File: config.mk
export PLATFORM = sky130hd
export DESIGN_NAME = cge_move
export DESIGN_NICKNAME = d
export VERILOG_FILES = /design/src/hdl/cge_pkg.sv /design/src/hdl/cge_move.sv
export SDC_FILE = /design/constraint.sdc
export NUM_CORES = 1
export LEC_CHECK = 0
export BUFFER_PORTS_ARGS = -buffer_cell sky130_fd_sc_hd__buf_2
export CAP_MARGIN = 40
export CORE_AREA = 3 3 40 42
export DETAILED_ROUTE_END_ITERATION = 16
export DIE_AREA = 0 0 43 45
export GPL_ROUTABILITY_DRIVEN = 0
export PLACE_DENSITY = 0.45
export SYNTH_ARGS = -nofsm -noshare
export SYNTH_HDL_FRONTEND = slang
export SYNTH_SLANG_ARGS = --single-unit
File: constraint.sdc
create_clock -name vclk -period 0.9
set_input_delay 0 -clock vclk [all_inputs]
set_output_delay 0 -clock vclk [all_outputs]
set_load 0.03 [all_outputs]
File: src/hdl/cge_pkg.sv
// ----------------------------------------------------------------------------
// cge_pkg: shared types and codes of the crowd grid evacuation step
// Cell codes, item modes, register indexes and the neighborhood and move
// records passed between the sequencer and the move chooser.
// ----------------------------------------------------------------------------
package cge_pkg;

    typedef logic [1:0] t_cell;

    // A cell holding the claim code is empty and reserved for this tick.
    localparam t_cell CELL_EMPTY  = 2'd0;
    localparam t_cell CELL_WALL   = 2'd1;
    localparam t_cell CELL_PERSON = 2'd2;
    localparam t_cell CELL_CLAIM  = 2'd3;

    localparam logic [1:0] MODE_WRITE = 2'd0;
    localparam logic [1:0] MODE_READ  = 2'd1;
    localparam logic [1:0] MODE_TICK  = 2'd2;

    localparam logic [1:0] CFG_EXIT_COL = 2'd0;
    localparam logic [1:0] CFG_PEOPLE   = 2'd1;
    localparam logic [1:0] CFG_SEED     = 2'd2;

    localparam logic [6:0]  EXIT_COL_RST = 7'd63;
    localparam logic [11:0] PEOPLE_RST   = 12'd0;
    localparam logic [15:0] SEED_RST     = 16'd1;
    localparam logic [15:0] LFSR_MASK    = 16'hB400;
    localparam logic [11:0] EXIT_MAX     = 12'hFFF;

    typedef struct packed {
        t_cell up;
        t_cell here;
        t_cell down;
        t_cell right;
        logic  has_up;
        logic  has_down;
        logic  has_right;
        logic  exit_hit;
        logic  rand_bit;
    } t_nbr;

    typedef struct packed {
        logic  go_right;
        logic  leave;
        logic  use_rand;
        t_cell up;
        t_cell here;
        t_cell down;
    } t_move;

endpackage

File: src/hdl/cge_move.sv
// ----------------------------------------------------------------------------
// cge_move: move chooser for one person
// Picks right, random up/down, down or up, and returns the updated window.
// ----------------------------------------------------------------------------
module cge_move (
    input  cge_pkg::t_nbr  i_nbr,
    output cge_pkg::t_move o_move
);

    logic right_ok;
    logic down_ok;
    logic up_ok;

    assign right_ok = i_nbr.has_right && (i_nbr.right == cge_pkg::CELL_EMPTY);
    assign down_ok  = i_nbr.has_down && (i_nbr.down == cge_pkg::CELL_EMPTY);
    assign up_ok    = i_nbr.has_up && (i_nbr.up == cge_pkg::CELL_EMPTY);

    always_comb begin
        o_move.go_right = 1'b0;
        o_move.leave    = 1'b0;
        o_move.use_rand = 1'b0;
        o_move.up       = i_nbr.up;
        o_move.here     = i_nbr.here;
        o_move.down     = i_nbr.down;
        if (i_nbr.here == cge_pkg::CELL_PERSON) begin
            if (right_ok) begin
                o_move.go_right = 1'b1;
                o_move.leave    = i_nbr.exit_hit;
                o_move.here     = cge_pkg::CELL_EMPTY;
            end else if (down_ok && up_ok) begin
                o_move.use_rand = 1'b1;
                o_move.here     = cge_pkg::CELL_EMPTY;
                if (i_nbr.rand_bit) begin
                    o_move.down = cge_pkg::CELL_CLAIM;
                end else begin
                    o_move.up = cge_pkg::CELL_CLAIM;
                end
            end else if (down_ok) begin
                o_move.here = cge_pkg::CELL_EMPTY;
                o_move.down = cge_pkg::CELL_CLAIM;
            end else if (up_ok) begin
                o_move.here = cge_pkg::CELL_EMPTY;
                o_move.up   = cge_pkg::CELL_CLAIM;
            end
        end
    end

endmodule

==> flow_summary.yaml, run 1 <==
job:
  max-cap-violations: 0
setup_path:
  endpoint_kind: "primary output"
  critPathArrivalTime_ns: 1.01
  critical-path-slowest-cell: "or3b_4"
  cp_max_fo: 4
  worstPathCellList: "buf_6, or3b_4, nor4_4, buf_4"
  slowest_delay_ns: 0.44
  path_class: "input pin to primary output"
  critPathLaunchType: "input pin"
  worstPathRequired_ns: 0.90
worst_hold_path:
  worstHoldEndpoint: "o_move[2]"
  hp-class: "input pin to primary output"
  hp-start: "i_nbr[9]"
  whs_path_depth: 2
finish:
  clockBufferCount: 0
  nets: 65
  n_antenna_cell: 0
  fin_util: 0.411
  seqCellArea_um2: 0
  final_cell_mix: "buf_4 (12), buf_2 (10), buf_6 (7), inv_1 (5), o41ai_4 (4)"
  final_common_cell: "buf_4"
  syn_to_final_growth_pct: 243
  seq_cell_count: 0
  drive_above_1_share: 0.860
  fin_area_um2: 528
sta:
  relSlewSlack: 0.632
  whs_ns: 0.277
  tightest_slew_ns: 0.552
  post-route-period-util: 1.12
  finalSetupViolCount: 6
  fmax_mhz: 989
  hold_viol_final: 0
  rsz0062_at_grt: "true"
  min_period_ns: 1.01
  post-route-worst-setup-slack_ns: -0.111
  drv_slew: 0
clock_network:
  postCtsHoldBufs: 0
pwr:
  power_density_nw_per_um2: 459
  p_sw_frac: 0.496
  leakagePower_nw: 0.248
  p_switching_mw: 0.120
  seqPwrFrac: 0
  clockPowerShare: 0
  p_comb_frac: 1.000
  p_int_mw: 0.122
  peakVddDrop_uv: 161
yosys:
  synth_top_area_share: 0.228
  synth.distinct_cells: 14
  syn_nets: 35
  avgSynthCellArea_um2: 7.00
  netlist_instances: 22
  netlist_area_um2: 154
  yosysSeqAreaShare: 0
  synthTopCellsByArea: "o41ai_1 (23%), inv_1 (12%), or3b_2 (11%)"
  yosysWarnings: 0
  synth_largest_area_cell: "o41ai_1"
floorplan:
  die_w_um: 43
  row_count: 13
  ioPinCount: 22
  start_util: 0.120
  dieArea_um2: 1940
  die_h_um: 45
  core_um2: 1280
placed_design:
  hpwl_um: 599
  dpl_cell_area_um2: 428
  io_buffers: 22
drt:
  drt_wl_total_um: 731
  drtIter0Drc: 2
  ant_nets: 0
  drc_errors: 0
  vias_per_cell: 4.43
  vias: 288
  drtPass1Iterations: 2
  post_drt_wl_per_cell_um: 11.2
global_route:
  track_usage: 0.0697
  antenna_found_initial: 0
  grt_pass1_vias: 265
  grt_overflow: 0
  grt_first_pass_wirelength_um: 1100
  grt_max_degree: 7
status:
  failed_checks: "negative setup slack"
  status: "finished, violations left"
-- final cells by class --
| class | count | area [um^2] |
|---|---|---|
| multi-input combinational | 16 | 272 |
| timing repair buffer | 29 | 219 |
| fill | 122 | 757 |
| inverter | 5 | 18.8 |
| tap | 15 | 18.8 |
-- power by group through the flow --
stage	combinational [mW]	clock [mW]	sequential, mW
after floorplan	0.121	0	0
after global placement	0.196	0	0
after detailed placement	0.196	0	0
after CTS	0.238	0	0
after global routing	0.256	0	0
final	0.242	0	0
-- synth_stat cells --
library cell / n
or3b_2: 2
clkbuf_1: 1
a41o_2: 1
nor4b_1: 1
o41ai_1: 4
and4bb_2: 1
nor3_1: 1
nor2_1: 1
or3b_4: 1
nand2b_1: 1
nor4_1: 1
nor3b_1: 1
and2_1: 1
inv_1: 5
-- per-stage QoR --
step / setup WS, ns / power, mW / instances / setup TNS (ns)
floorplan: -0.0407 / 0.121 / 22 / -0.108
global placement: -0.256 / 0.196 / 63 / -1.47
detailed placement: -0.243 / 0.196 / 63 / -1.40
CTS: -0.115 / 0.238 / 65 / -0.424
global route: -0.149 / 0.256 / 65 / -0.597
finish: -0.111 / 0.242 / 65 / -0.428
-- logic make-up (layout without fill, tap and decap cells) --
kind of cell           Yosys count  in the layout  share of synthesized area
and+or+nand+nor                 11             11                      0.553
AOI/OAI and AO/OA                5              5                      0.301
buffers and inverters            6             34                      0.146
-- how the worst max path moves through the flow --
stage               startpoint         to  slack [ns]  cells past startpoint
CTS                   i_nbr[8]  o_move[6]       -0.12                      4
floorplan             i_nbr[6]  o_move[7]       -0.04                      2
global route          i_nbr[8]  o_move[6]       -0.15                      4
detailed placement    i_nbr[6]  o_move[4]       -0.24                      4
global placement      i_nbr[6]  o_move[4]       -0.26                      4
finish                i_nbr[8]  o_move[6]       -0.11                      4
-- routing by layer --
| metal | GRT usage | vias to the layer above | wire (um) |
|---|---|---|---|
| met5 | 0 | - | 0 |
| li1 | - | 144 | - |
| met2 | 0.168 | 3 | 483 |
| met3 | 0 | 0 | 12 |
| met4 | 0 | 0 | 0 |
| met1 | 0.0667 | 141 | 235 |
-- worst max-delay path: cells and delay by family --
family / cells / cell delay (ns)
and+or+nand+nor: 2 / 0.72
buffers and inverters: 2 / 0.29
-- what timing repair did --
| item | in CTS | in global routing |
|---|---|---|
| hold endpoints to repair | 0 | 0 |
| cloned | 0 | 0 |
| setup endpoints to repair | 8 | 7 |
| resized for setup | 15 | 5 |
| pin swaps | 7 | 1 |
| setup buffers | 2 | 0 |
(Power assumes the default switching activity.)
==> run 2: changes to the inputs <==
- BUFFER_PORTS_ARGS: -buffer_cell sky130_fd_sc_hd__buf_2 -> -buffer_cell sky130_fd_sc_hd__clkbuf_2
==> run 2 against run 1 <==
The run still ends with negative setup slack left. First-iteration DRC count down 100%. Setup slack worse by 0.025 ns. Die area unchanged. Maximum frequency down 2.4%. Highest routed layer unchanged. Final cell count up 3.1%. Critical path type unchanged. Largest power group unchanged. Global-route usage up 0.083 points. Via count down 3.5%. Core utilization up 0.97 points.
==> flow_summary.yaml, run 2 (synthesis gave the netlist of run 1 again) <==
pwr:
  power.total_mw: 0.250
  clockPowerShare: 0
  p_sw_frac: 0.481
  peakVddDrop_uv: 187
  p_comb_frac: 1.000
  p_switching_mw: 0.120
  seqPwrFrac: 0
  leakagePower_nw: 0.256
  power_density_nw_per_um2: 462
  p_int_mw: 0.130
setup_path:
  cp_max_fo: 4
  critPathArrivalTime_ns: 1.04
  critPathLaunchType: "input pin"
  worstPathRequired_ns: 0.90
  path_buf_inv: 2
  slowest_delay_ns: 0.44
  endpoint_kind: "primary output"
  path_class: "input pin to primary output"
  critical-path-slowest-cell: "or3b_4"
  path_delay_family: "simple AND/OR/NAND/NOR gates"
  worstPathCellList: "buf_6, or3b_4, nor4_4, clkbuf_8"
drt:
  drc_errors: 0
  drtIter0Drc: 0
  drtPass1Iterations: 1
  vias_per_cell: 4.15
  drt_wl_total_um: 663
  ant_nets: 0
  post_drt_wl_per_cell_um: 9.90
  vias: 278
job:
  max-cap-violations: 0
sta:
  whs_ns: 0.330
  post-route-worst-setup-slack_ns: -0.136
  drv_slew: 0
  fmax_mhz: 965
  finalSetupViolCount: 6
  tightest_slew_ns: 0.541
  hold_viol_final: 0
  post-route-period-util: 1.15
  rsz0062_at_grt: "true"
  min_period_ns: 1.04
  relSlewSlack: 0.639
finish:
  drive_above_1_share: 0.865
  fin_util: 0.421
  n_antenna_cell: 0
  nets: 67
  syn_to_final_growth_pct: 251
  final_common_cell: "clkbuf_2"
  multi_input_area_um2: 265
  clockBufferCount: 0
  seq_cell_count: 0
  nFillCells: 125
  final_cell_mix: "clkbuf_2 (14), buf_4 (9), inv_1 (5), clkbuf_8 (5), o41ai_4 (4)"
  seqCellArea_um2: 0
global_route:
  grt_pass1_vias: 260
  grt_max_degree: 7
  grt_overflow: 0
  track_usage: 0.0705
  grt_first_pass_wirelength_um: 1120
  antenna_found_initial: 0
floorplan:
  dieArea_um2: 1940
  row_count: 13
  die_h_um: 45
  core_um2: 1280
  start_util: 0.120
  ioPinCount: 22
  die_w_um: 43
placed_design:
  hpwl_um: 604
  io_buffers: 22
status:
  failed_checks: "negative setup slack"
  status: "finished, violations left"
worst_hold_path:
  hp-class: "input pin to primary output"
==> run 2: cell type report <==
class	count	area share
inverters	5	0.0347
multi-input cells	16	0.491
well taps	15	0.0347
repair buffers	31	0.440
==> run 2: path summary, 6_finish.rpt <==
check,startpoint,endpoint,slack (ns),cells past startpoint
worst max-delay path,i_nbr[8],o_move[6],-0.14,4
worst min-delay path,i_nbr[1],o_move[7],0.33,4
==> run 2: power by group through the flow <==
stage / Sequential (mW) / Combinational (mW) / Clock [mW]
after global placement: 0 / 0.207 / 0
after global routing: 0 / 0.266 / 0
final: 0 / 0.250 / 0
after CTS: 0 / 0.244 / 0
after detailed placement: 0 / 0.206 / 0
after floorplan: 0 / 0.121 / 0
==> run 2: layer usage <==
metal	track usage	wire length, um	vias to the layer above
li1	-	-	147
met1	0.0881	260	128
met2	0.144	387	3
met3	0	14	0
met4	0	0	0
met5	0	0	-
==> run 2: what timing repair did <==
item                                    CTS  global route
hold buffers                              0             0
endpoints found under the setup margin    8             8
pin swaps                                 1             3
gates resized for setup                  15             4
setup buffers                             1             0
cloned                                    0             0
==> run 2: metrics by stage <==
stage	setup TNS, ns	setup WS, ns	instances	instance area (um^2)
final	-0.555	-0.136	67	541
after global routing	-0.777	-0.173	67	541
after CTS	-0.608	-0.143	67	528
after detailed placement	-1.37	-0.232	66	450
after global placement	-1.39	-0.243	66	450
after floorplan	-0.108	-0.0407	22	265
==> run 3: changes to the inputs <==
- RECOVER_POWER: default -> 100
==> run 3 against run 2 <==
The flow still finishes with violations (negative setup slack). Highest routed layer unchanged. Global-route usage did not move. Die area is the same. Sequential share of layout area unchanged. Largest power group unchanged.
==> flow_summary.yaml, run 3 (synthesis gave the netlist of run 1 again) <==
job:
  max-cap-violations: 0
sta:
  setup_tns_ns: -0.555
  finalSetupViolCount: 6
  min_period_ns: 1.04
  tightest_slew_ns: 0.541
  hold_viol_final: 0
  whs_ns: 0.330
  post-route-worst-setup-slack_ns: -0.136
  post-route-period-util: 1.15
  fmax_mhz: 965
  relSlewSlack: 0.639
  drv_slew: 0
  rsz0062_at_grt: "true"
finish:
  fin_area_um2: 539
  syn_to_final_growth_pct: 250
  final_common_cell: "clkbuf_2"
  drive_above_1_share: 0.846
  final_cell_mix: "clkbuf_2 (13), buf_4 (9), inv_1 (5), clkbuf_8 (5), o41ai_4 (4)"
  seq_cell_count: 0
  clockBufferCount: 0
  nets: 67
  n_antenna_cell: 0
  seqCellArea_um2: 0
global_route:
  grt_pass1_vias: 260
  grt_max_degree: 7
  track_usage: 0.0705
  grt_first_pass_wirelength_um: 1120
  antenna_found_initial: 0
  grt_overflow: 0
drt:
  vias_per_cell: 4.12
  drt_wl_total_um: 664
  drtPass1Iterations: 1
  drtIter0Drc: 0
  vias: 276
  drc_errors: 0
  post_drt_wl_per_cell_um: 9.91
  ant_nets: 0
placed_design:
  io_buffers: 22
  hpwl_um: 604
  pre_cts_slack_ns: -0.232
  dpl_cell_area_um2: 450
clock_network:
  postCtsHoldBufs: 0
setup_path:
  cp_max_fo: 4
  path_class: "input pin to primary output"
  critPathArrivalTime_ns: 1.04
  worstPathRequired_ns: 0.90
  endpoint_kind: "primary output"
  critPathLaunchType: "input pin"
pwr:
  leakagePower_nw: 0.253
  peakVddDrop_uv: 187
  power_density_nw_per_um2: 462
  power.total_mw: 0.249
status:
  status: "finished, violations left"
  failed_checks: "negative setup slack"
floorplan:
  die_h_um: 45
  ioPinCount: 22
  row_count: 13
  start_util: 0.120
  dieArea_um2: 1940
  die_w_um: 43
  core_um2: 1280
worst_hold_path:
  hp-class: "input pin to primary output"
[run 3: worst max-delay path: stages]
cell and delay (ns):
buf_6 0.09, or3b_4 0.44, nor4_4 0.30, clkbuf_8 0.20
[run 3: layout make-up]
class                           count  area [um^2]
Tap cell                           15         18.8
Fill cell                         126          746
Multi-Input combinational cell     16          265
Timing Repair Buffer               31          236
Inverter                            5         18.8
[run 3: metrics by stage]
stage | utilization | std cells
6_report | 0.420 | 67
5_1_grt | 0.420 | 67
4_1_cts | 0.411 | 67
3_5_place_dp | 0.351 | 66
3_3_place_gp | 0.351 | 66
2_1_floorplan | - | 22
[run 3: timing repair]
action	4_1_cts	5_1_grt
buffers inserted	1	0
gates resized for setup	15	4
setup endpoints to repair	8	8
pin swaps	1	3
[run 3: power breakdown]
group	leakage (nW)	switching [mW]	internal, mW
Combinational	0.253	0.120	0.129
Sequential	0	0	0
Clock	0	0	0
[run 3: metal layers]
metal | part of all wire | vias to the layer above | GRT usage
li1 | - | 147 | -
met3 | 0.021 | 0 | 0
met4 | 0 | 0 | 0
met5 | 0 | - | 0
met1 | 0.39 | 126 | 0.0881
met2 | 0.58 | 3 | 0.144
[run 3: path summary, 6_finish.rpt]
kind	startpoint	endpoint	slack [ns]	depth (start not counted)
setup / recovery	i_nbr[8]	o_move[6]	-0.14	4
hold / removal	i_nbr[1]	o_move[7]	0.33	4
