File: config.mk
export PLATFORM = sky130hd
export DESIGN_NAME = cge_lfsr
export DESIGN_NICKNAME = d
export VERILOG_FILES = /design/src/hdl/cge_pkg.sv /design/src/hdl/cge_lfsr.sv
export SDC_FILE = /design/constraint.sdc
export NUM_CORES = 1
export LEC_CHECK = 0
export BUFFER_PORTS_ARGS = -buffer_cell sky130_fd_sc_hd__buf_2
export CORE_ASPECT_RATIO = 1.25
export CORE_MARGIN = 3
export CORE_UTILIZATION = 52
export CTS_CLUSTER_DIAMETER = 120
export DETAILED_ROUTE_END_ITERATION = 6
export HOLD_SLACK_MARGIN = 0.12
export PLACE_DENSITY = 0.78
export SKIP_CTS_REPAIR_TIMING = 1
export SYNTH_ARGS = -nofsm -noshare
export SYNTH_HDL_FRONTEND = slang
export SYNTH_SLANG_ARGS = --single-unit
File: constraint.sdc
create_clock -name i_clk -period 1.4 [get_ports i_clk]
set_input_delay 0.21 -clock i_clk [delete_from_list [all_inputs] [get_ports i_clk]]
set_output_delay 0.21 -clock i_clk [all_outputs]
set_load 0.05 [all_outputs]
File: src/hdl/cge_pkg.sv
// ----------------------------------------------------------------------------
// cge_pkg: shared types and codes of the crowd grid evacuation step
// Cell codes, item modes, register indexes and the neighborhood and move
// records passed between the sequencer and the move chooser.
// ----------------------------------------------------------------------------
package cge_pkg;

    typedef logic [1:0] t_cell;

    // A cell holding the claim code is empty and reserved for this tick.
    localparam t_cell CELL_EMPTY  = 2'd0;
    localparam t_cell CELL_WALL   = 2'd1;
    localparam t_cell CELL_PERSON = 2'd2;
    localparam t_cell CELL_CLAIM  = 2'd3;

    localparam logic [1:0] MODE_WRITE = 2'd0;
    localparam logic [1:0] MODE_READ  = 2'd1;
    localparam logic [1:0] MODE_TICK  = 2'd2;

    localparam logic [1:0] CFG_EXIT_COL = 2'd0;
    localparam logic [1:0] CFG_PEOPLE   = 2'd1;
    localparam logic [1:0] CFG_SEED     = 2'd2;

    localparam logic [6:0]  EXIT_COL_RST = 7'd63;
    localparam logic [11:0] PEOPLE_RST   = 12'd0;
    localparam logic [15:0] SEED_RST     = 16'd1;
    localparam logic [15:0] LFSR_MASK    = 16'hB400;
    localparam logic [11:0] EXIT_MAX     = 12'hFFF;

    typedef struct packed {
        t_cell up;
        t_cell here;
        t_cell down;
        t_cell right;
        logic  has_up;
        logic  has_down;
        logic  has_right;
        logic  exit_hit;
        logic  rand_bit;
    } t_nbr;

    typedef struct packed {
        logic  go_right;
        logic  leave;
        logic  use_rand;
        t_cell up;
        t_cell here;
        t_cell down;
    } t_move;

endpackage

File: src/hdl/cge_lfsr.sv
// ----------------------------------------------------------------------------
// cge_lfsr: random bit source
// 16-bit Galois LFSR shifting right; a zero seed loads as one.
// ----------------------------------------------------------------------------
module cge_lfsr (
    input  logic        i_clk,
    input  logic        i_rst_n,
    input  logic        i_load,
    input  logic [15:0] i_seed,
    input  logic        i_step,
    output logic        o_bit
);

    logic [15:0] r_lfsr;
    logic [15:0] n_lfsr;

    always_comb begin
        n_lfsr = r_lfsr;
        if (i_load) begin
            n_lfsr = (i_seed == 16'd0) ? 16'd1 : i_seed;
        end else if (i_step) begin
            n_lfsr = (r_lfsr >> 1) ^ (r_lfsr[0] ? cge_pkg::LFSR_MASK : 16'd0);
        end
    end

    always_ff @(posedge i_clk) begin
        if (!i_rst_n) begin
            r_lfsr <= cge_pkg::SEED_RST;
        end else begin
            r_lfsr <= n_lfsr;
        end
    end

    assign o_bit = r_lfsr[0];

endmodule

==> impl_metrics.json, run 1 <==
{
  "routed_wl_mm": 1.48,
  "fp-row-count": 15,
  "hold_path.class": "in -> reg",
  "syn_inst": 93,
  "port_buffers": 20,
  "ios": 21,
  "hold_viol_final": 0,
  "critPathBufInv": 1,
  "intPower_mw": 0.663,
  "seq_power_share_pct": 56.2,
  "dieArea_sq_mm": 0.00216,
  "drive_gt1_share_pct": 21.6,
  "yosysTopAreaCell": "dfxtp_1",
  "coreArea_sq_mm": 0.00146,
  "die_h_um": 51.3,
  "worst_path_max_delay_cell": "dfxtp_1",
  "root_buffer": "clkbuf_4",
  "final-max-slew-violation-count": 0,
  "grt_setup_unrepaired": "no",
  "worstPathRequired_ps": 1190,
  "start_kind": "flip-flop",
  "grt.overflow.total": 0,
  "path_cells": "buf_2",
  "ir_drop_mv": 0.573,
  "design_area_sq_um": 922,
  "fin_crit_sh_pct": 90.9,
  "power_density_mw_per_mm2": 977,
  "critical_path_class": "reg -> out",
  "largest_reg_flops": 16,
  "holdWs_ps": 173,
  "p_clk_share_pct": 26.1,
  "grt_pass1_wl_mm": 2.61,
  "syn-cell-area_sq_um": 852,
  "antennaDiodeCount": 0,
  "dpl_cell_area_sq_um": 900,
  "drc_errors": 0,
  "drt_pass1_iterations": 4,
  "finalSetupViolations": 0,
  "p_sw_share_pct": 26.4,
  "critical-path-top-delay-family": "flip-flops",
  "relSlewSlack_pct": 70.4,
  "synth.yosys.seq_area_share_pct": 37.6,
  "ant_nets": 0,
  "min_period_ps": 1270,
  "syn2layout_area_growth_pct": 8.22,
  "worst_pin_slew_ps": 443,
  "grt_max_degree": 23,
  "yosysWarnings": 0,
  "syn_avg_cell_area_sq_um": 9.16,
  "maxCapViolCount": 0,
  "fin_setup_tns_ps": 0,
  "antenna_found_initial": 0,
  "syn-num-nets": 113,
  "cts_tree": "built",
  "crit_path_end_kind": "primary output",
  "first_iter_violations": 10,
  "clock_sinks": 16,
  "clock_latency_ps": 280,
  "synthTopCellsByArea": "dfxtp_1 38%, mux2i_1 18%, and2_1 8.8%, o21ai_1 8.8%, nand2_1 5.7%",
  "top_register": "r_lfsr",
  "fin_cells": 128,
  "fp.dieW_um": 42.2,
  "htreeDepth": 1,
  "p_switching_mw": 0.238,
  "top_regs": "r_lfsr x16",
  "comb_power_share_pct": 17.6,
  "synth_top_area_share_pct": 37.6,
  "outcome": "finished, final reports clean",
  "grt_pass1_vias": 622,
  "crit_fanout": 6,
  "start_util_pct": 58.2,
  "synth_cell_types": 18,
  "cts_made_buffers": 3,
  "viasPerCell": 5.34,
  "fill_cells": 124,
  "track_usage_pct": 15.3,
  "synth-seq-cells": 16,
  "clk_pin_slew_ps": 90,
  "arrival_ps": 1060,
  "vias": 683,
  "gp_congestion": 0.733,
  "avgRoutedWirePerCell_um": 11.6,
  "finalNetCount": 133,
  "finalClockSkew_ps": 1.56,
  "cts.path.max_buffers": 2,
  "max_freq_ghz": 0.786,
  "timing.critical_path.slowest_cell_delay_ps": 470,
  "p_leak_nw": 0.422,
  "placedCellCount": 125
}
-- through the flow --
stage / utilization (%) / power (mW) / setup slack (ps)
CTS: 63.0 / 0.908 / 123
floorplan: - / 0.640 / 248
finish: 63.0 / 0.901 / 127
global route: 63.0 / 0.951 / 80.3
global placement: 61.5 / 0.673 / 234
detailed placement: 61.5 / 0.676 / 206
-- power groups by stage --
stage,combinational [mW],clock (mW),sequential [mW]
6_report,0.159,0.236,0.507
5_1_grt,0.180,0.260,0.511
4_1_cts,0.160,0.242,0.507
3_5_place_dp,0.159,0,0.517
3_3_place_gp,0.157,0,0.516
2_1_floorplan,0.121,0,0.520
-- cell usage after synthesis --
master          count
a21oi_1             1
nand3_1             3
dfxtp_1            16
a211oi_1            1
o21ai_1            15
buf_12              1
nor4_1              4
nor2b_1             1
nand4_1             1
mux2i_1            15
xor2_1              3
nand2_1            13
and2_1             12
nor2_1              1
buf_8               1
nand2b_1            1
buf_6               3
dlymetal6s2s_1      1
-- cell families after synthesis --
| kind of cell | share of synthesized area [%] |
|---|---|
| buffers and inverters | 9.54 |
| flip-flops | 37.6 |
| multiplexers | 17.6 |
| AND/OR/NAND/NOR | 21.9 |
| XOR/XNOR | 3.08 |
| AO/OA/AOI/OAI | 10.3 |
-- layout make-up --
cell class	instances	area, sq um	share of cell area (%)
well taps	17	21.3	2.31
flip-flops and latches	16	320	34.7
repair buffers	21	108	11.7
clock buffers	3	22.5	2.44
multi-input cells	71	450	48.8
-- path summary, 6_finish.rpt --
kind | slack (ps) | start | cells past startpoint | end
worst max-delay path | 130 | r_lfsr[0] | 1 | o_bit
worst min-delay path | 170 | i_seed[10] | 3 | r_lfsr[10]
worst max register to register | 490 | r_lfsr[0] | 3 | r_lfsr[10]
worst min register to register | 550 | r_lfsr[12] | 2 | r_lfsr[12]
-- per-layer routing --
metal	track usage, %	routed length, um
met2	23.4	685
met3	3.52	87
met1	20.6	680
met5	0	0
met4	6.22	27
-- layout by cell type, fill, tap and decap left out --
master and n:
a21oi_1 1, and2_1 12, mux2i_1 15, xor2_1 3, nor2b_1 1, clkbuf_4 3
nand4_1 1, nand2_1 13, dfxtp_1 16, nand2b_1 1, buf_4 1, nor2_1 1
nand3_1 3, buf_2 20, nor4_1 4, o21ai_1 15, a211oi_1 1
Power figures use the tool's default switching activity.
==> run 2, diff against run 1 <==
--- a/config.mk
+++ b/config.mk
@@ -6,13 +6,12 @@
 export NUM_CORES = 1
 export LEC_CHECK = 0
 export BUFFER_PORTS_ARGS = -buffer_cell sky130_fd_sc_hd__buf_2
-export CORE_ASPECT_RATIO = 1.25
 export CORE_MARGIN = 3
-export CORE_UTILIZATION = 52
+export CORE_UTILIZATION = 54
 export CTS_CLUSTER_DIAMETER = 120
 export DETAILED_ROUTE_END_ITERATION = 6
 export HOLD_SLACK_MARGIN = 0.12
-export PLACE_DENSITY = 0.78
+export PLACE_DENSITY_LB_ADDON = 0.25
 export SKIP_CTS_REPAIR_TIMING = 1
 export SYNTH_ARGS = -nofsm -noshare
 export SYNTH_HDL_FRONTEND = slang
==> run 2 against run 1 <==
  * Clock skew hardly changed
  * Sequential share of layout area is 0.095 points higher
  * Cell count is 1.6% lower
  * Die area is 3.4% lower
  * Highest routed layer unchanged
  * Sequential power hardly changed
  * First-iteration DRC count stayed put
  * Maximum frequency is 1.3% lower
  * Critical path type unchanged
  * Clock-buffer cell count stayed put
  * Clock power is 3% higher
  * Routed wire length is 2.2% higher
  * Largest power group unchanged
  * Largest cell class unchanged
==> impl_metrics.json, run 2 (same netlist as run 1, synthesis figures left out) <==
{
  "vias": 669,
  "drt_pass1_iterations": 3,
  "critPathBufInv": 1,
  "maxCapViolCount": 0,
  "crit_fanout": 6,
  "port_buffers": 20,
  "fp.dieW_um": 45.7,
  "arrival_ps": 1080,
  "outcome": "finished, final reports clean",
  "finalWorstSetupSlack_ps": 111,
  "dp_worst_setup_slack_ps": 215,
  "grt_max_degree": 22,
  "start_util_pct": 61.6,
  "finalNetCount": 133,
  "worst_path_max_delay_cell": "dfxtp_1",
  "timing.critical_path.slowest_cell_delay_ps": 480,
  "drc_errors": 0,
  "finalSetupViolations": 0,
  "fp-row-count": 13,
  "finalClockSkew_ps": 2.04,
  "power_density_mw_per_mm2": 987,
  "ios": 21,
  "fin_crit_sh_pct": 92.1,
  "final-max-slew-violation-count": 0,
  "antenna_found_initial": 0,
  "ant_nets": 0,
  "hold_viol_final": 0,
  "path_cells": "buf_2",
  "top_register": "r_lfsr",
  "antennaDiodeCount": 0,
  "grt_setup_unrepaired": "no",
  "seq_area_sq_um": 320,
  "ir_drop_mv": 0.459,
  "htreeDepth": 1,
  "die_h_um": 45.7,
  "mostFrequentLayoutCells": "20 x buf_2, 16 x dfxtp_1, 15 x mux2i_1, 15 x o21ai_1, 13 x nand2_1",
  "drive_gt1_share_pct": 21.6,
  "clk_pin_slew_ps": 90,
  "track_usage_pct": 18.4,
  "fill_cells": 126,
  "max_freq_ghz": 0.776,
  "dieArea_sq_mm": 0.00209,
  "worstPathRequired_ps": 1190,
  "routed_wl_mm": 1.51,
  "grt_pass1_vias": 626,
  "min_period_ps": 1290,
  "top_regs": "r_lfsr x16",
  "largest_reg_flops": 16,
  "grt.overflow.total": 0,
  "cts_made_buffers": 3,
  "clock_sinks": 16,
  "critical-path-top-delay-family": "flip-flops",
  "cts.path.max_buffers": 2,
  "coreArea_sq_mm": 0.00138,
  "fin_setup_tns_ps": 0,
  "cts_tree": "built",
  "avgRoutedWirePerCell_um": 12.0,
  "final_common_cell": "buf_2",
  "p_leak_nw": 0.422,
  "relSlewSlack_pct": 70.5,
  "root_buffer": "clkbuf_4",
  "start_kind": "flip-flop",
  "gp_congestion": 0.751,
  "syn2layout_area_growth_pct": 7.93,
  "worst_pin_slew_ps": 443,
  "multi_input_area_sq_um": 450,
  "grt_pass1_wl_mm": 2.72,
  "dp_hpwl_mm": 1.16,
  "critical_path_class": "reg -> out",
  "crit_path_end_kind": "primary output",
  "clock_latency_ps": 280,
  "first_iter_violations": 10,
  "hold_path.class": "in -> reg",
  "viasPerCell": 5.31
}
## run 2: cell counts in the layout (fill, tap and decap cells not counted)
No cell type changed its count.
## run 2: path summary, 6_finish.rpt
path / to / startpoint / cells past startpoint / slack, ps
setup reg to reg: r_lfsr[13] / r_lfsr[0] / 3 / 460
hold / removal: r_lfsr[12] / i_seed[12] / 3 / 170
setup / recovery: o_bit / r_lfsr[0] / 1 / 110
hold reg to reg: r_lfsr[0] / r_lfsr[1] / 2 / 530
## run 2: layout make-up
| class | count | area share (%) |
|---|---|---|
| tap | 15 | 2.04 |
| timing repair buffer | 21 | 11.7 |
| multi-input combinational | 71 | 49.0 |
| sequential | 16 | 34.8 |
| clock buffer | 3 | 2.45 |
## run 2: stage by stage
stage	cell area, sq um	hold WS (ps)	std cells	util, %	total power [mW]
2_1_floorplan	852	332	93	-	0.640
3_3_place_gp	897	454	123	64.9	0.673
3_5_place_dp	897	475	123	64.9	0.678
4_1_cts	920	173	126	66.5	0.916
5_1_grt	920	194	126	66.5	0.964
6_report	920	173	126	66.5	0.907
## run 2: power by group
part           leakage [nW]  internal (mW)  switching, mW  total, mW
Clock                0.0138         0.0999          0.142      0.242
Combinational         0.275         0.0774         0.0811      0.159
Sequential            0.132          0.486         0.0212      0.507
Total                 0.422          0.663          0.244      0.907
## run 2: metal layers
metal / track usage, % / vias up / wire [um]
met5: 0 / - / 0
li1: - / 356 / -
met2: 26.2 / 15 / 668
met4: 10.2 / 0 / 35
met1: 24.8 / 293 / 731
met3: 5.14 / 5 / 78
==> run 3, diff against run 2 <==
--- a/config.mk
+++ b/config.mk
@@ -5,6 +5,7 @@
 export SDC_FILE = /design/constraint.sdc
 export NUM_CORES = 1
 export LEC_CHECK = 0
+export ABC_AREA = 1
 export BUFFER_PORTS_ARGS = -buffer_cell sky130_fd_sc_hd__buf_2
 export CORE_MARGIN = 3
 export CORE_UTILIZATION = 54
==> run 3 against run 2 <==
  * Total power grew 9.4%
  * Register-to-register slack lost 20 ps
  * Area after synthesis grew 0.29%
  * Combinational power grew 12%
  * Setup slack lost 19 ps
  * Flip-flop and latch count is the same
  * Via count grew 23%
  * Global-route usage grew 0.075 points
  * Cell area grew 4.5%
  * Critical endpoint unchanged
  * Largest cell class unchanged
==> impl_metrics.json, run 3 <==
{
  "outcome": "finished, final reports clean",
  "drc_errors": 0,
  "start_kind": "flip-flop",
  "drt_pass1_iterations": 7,
  "critical_path_class": "reg -> out",
  "p_switching_mw": 0.272,
  "critPathBufInv": 1,
  "syn-num-nets": 142,
  "holdWs_ps": 167,
  "ir_drop_mv": 0.652,
  "dp_hpwl_mm": 1.26,
  "fin_setup_tns_ps": 0,
  "clock_latency_ps": 280,
  "maxCapViolCount": 0,
  "finalPower_mw": 0.993,
  "fp-row-count": 13,
  "synth_cell_types": 21,
  "grt_max_degree": 19,
  "min_period_ps": 1310,
  "synth_common_cells": "29 x nand2_1, 17 x nor2_1, 16 x dfxtp_1",
  "fin_cells": 156,
  "worst_pin_slew_ps": 288,
  "viasPerCell": 5.27,
  "gp_congestion": 0.761,
  "p_sw_share_pct": 27.4,
  "hold_path.class": "in -> reg",
  "ant_nets": 0,
  "synth-edff-count": 0,
  "critical-path-top-delay-family": "flip-flops",
  "mostFrequentLayoutCells": "29 x nand2_1, 20 x buf_2, 17 x nor2_1",
  "root_buffer": "clkbuf_4",
  "p_clk_share_pct": 30.3,
  "cts.path.max_buffers": 2,
  "min_from": "i_seed[2]",
  "finalSetupViolations": 0,
  "top_register": "r_lfsr",
  "htreeDepth": 1,
  "avgRoutedWirePerCell_um": 10.8,
  "track_usage_pct": 18.5,
  "syn_avg_cell_area_sq_um": 7.00,
  "placedCellCount": 152,
  "largest_reg_flops": 16,
  "power_density_mw_per_mm2": 1030,
  "finalClockSkew_ps": 2.09,
  "ios": 21,
  "clk_pin_slew_ps": 90,
  "crit_fanout": 7,
  "die_h_um": 45.8,
  "worstPathRequired_ps": 1190,
  "fin_crit_sh_pct": 93.5,
  "synthArstFlopShare_pct": 0,
  "syn-cell-area_sq_um": 855,
  "clock_sinks": 16,
  "synth_top_area_share_pct": 37.5,
  "syn_inst": 122,
  "intPower_mw": 0.720,
  "timing.critical_path.slowest_cell_delay_ps": 500,
  "hold_viol_final": 0,
  "synthTopCellsByArea": "dfxtp_1 37%, nand2_1 13%, o21ai_0 8.2%, a21oi_1 7.6%, nor2_1 7.5%",
  "drive_gt1_share_pct": 23.4,
  "antenna_found_initial": 0,
  "comb_power_share_pct": 17.9,
  "grt_setup_unrepaired": "no",
  "seq_power_share_pct": 51.7,
  "relSlewSlack_pct": 80.8,
  "cts_tree": "built",
  "crit_path_end_kind": "primary output",
  "yosysWarnings": 0,
  "start_util_pct": 61.1,
  "coreArea_sq_mm": 0.00140,
  "arrival_ps": 1100,
  "cts_made_buffers": 3,
  "routed_wl_mm": 1.69,
  "cp-startpoint": "r_lfsr[0]",
  "first_iter_violations": 10,
  "worst_path_max_delay_cell": "dfxtp_1",
  "synth-seq-cells": 16,
  "vias": 822,
  "top_regs": "r_lfsr x16",
  "r2r_start": "r_lfsr[0]",
  "fp.dieW_um": 45.8,
  "yosysTopAreaCell": "dfxtp_1",
  "final_common_cell": "nand2_1",
  "p_leak_nw": 0.462,
  "antennaDiodeCount": 0,
  "grt_pass1_wl_mm": 2.89,
  "grt.overflow.total": 0,
  "max_freq_ghz": 0.764,
  "finalNetCount": 162,
  "syn2layout_area_growth_pct": 12.4,
  "dieArea_sq_mm": 0.00210,
  "synth.yosys.seq_area_share_pct": 37.5,
  "final-max-slew-violation-count": 0,
  "path_cells": "buf_2",
  "grt_pass1_vias": 700,
  "synth_ff_type": "dfxtp_1",
  "port_buffers": 20,
  "yosysMostFrequentCell": "nand2_1"
}
==> run 3: cell types whose count changed in the layout (fill, tap and decap cells not counted), sizes merged, moves of 4 or more <==
cell	before	now
a21oi	1	13
mux2i	15	0
nor4	4	0
o21ai	15	24
nand2	13	29
inv	0	9
nor2	1	18
and2	12	0
==> run 3: logic make-up (layout without fill, tap and decap cells) <==
group / Yosys count / in the layout / share of synthesized area (%)
buffers and inverters: 15 / 34 / 10.8
flip-flops: 16 / 16 / 37.5
XOR/XNOR: 2 / 2 / 2.05
AND/OR/NAND/NOR: 51 / 51 / 26.1
AO/OA/AOI/OAI: 38 / 38 / 23.6
==> run 3: path summary, 6_finish.rpt <==
check | to | slack, ps | depth (start not counted)
worst max-delay path | o_bit | 90 | 1
worst min register to register | r_lfsr[5] | 520 | 2
worst max register to register | r_lfsr[12] | 440 | 5
worst min-delay path | r_lfsr[2] | 170 | 3
==> run 3: power groups by stage <==
stage          clock network (mW)  logic, mW  registers (mW)
2_1_floorplan                   0      0.126           0.527
3_3_place_gp                    0      0.175           0.523
3_5_place_dp                    0      0.178           0.524
4_1_cts                     0.310      0.179           0.513
5_1_grt                     0.332      0.205           0.517
6_report                    0.301      0.178           0.513
==> run 3: routing by layer <==
metal  wire length, um  vias up  track usage, %
met2               720       27            26.2
met5                 0        -               0
li1                  -      438               -
met1               843      355            28.3
met3               113        2            2.37
met4                13        0            6.82
==> run 3: layout make-up <==
| class | count | area [sq um] |
|---|---|---|
| fillers | 122 | 438 |
| flip-flops and latches | 16 | 320 |
| inverters | 9 | 36.3 |
| multi-input cells | 91 | 442 |
| well taps | 15 | 18.8 |
| clock buffers | 4 | 36.3 |
| repair buffers | 21 | 108 |
==> run 3: stage by stage <==
step           util, %  instance area (sq um)  setup slack, ps
2_1_floorplan        -                    855              205
3_5_place_dp      66.1                    925              396
4_1_cts           68.7                    961             84.9
6_report          68.7                    961             91.2
5_1_grt           68.7                    961             57.9
3_3_place_gp      66.1                    925              426
==> run 3: worst reg2reg max path, stage by stage (launching register included) <==
cell     delay, ps
dfxtp_1        500
xor2_1         200
nand2_1         80
nand3_2         60
nand2_1         50
inv_1           40
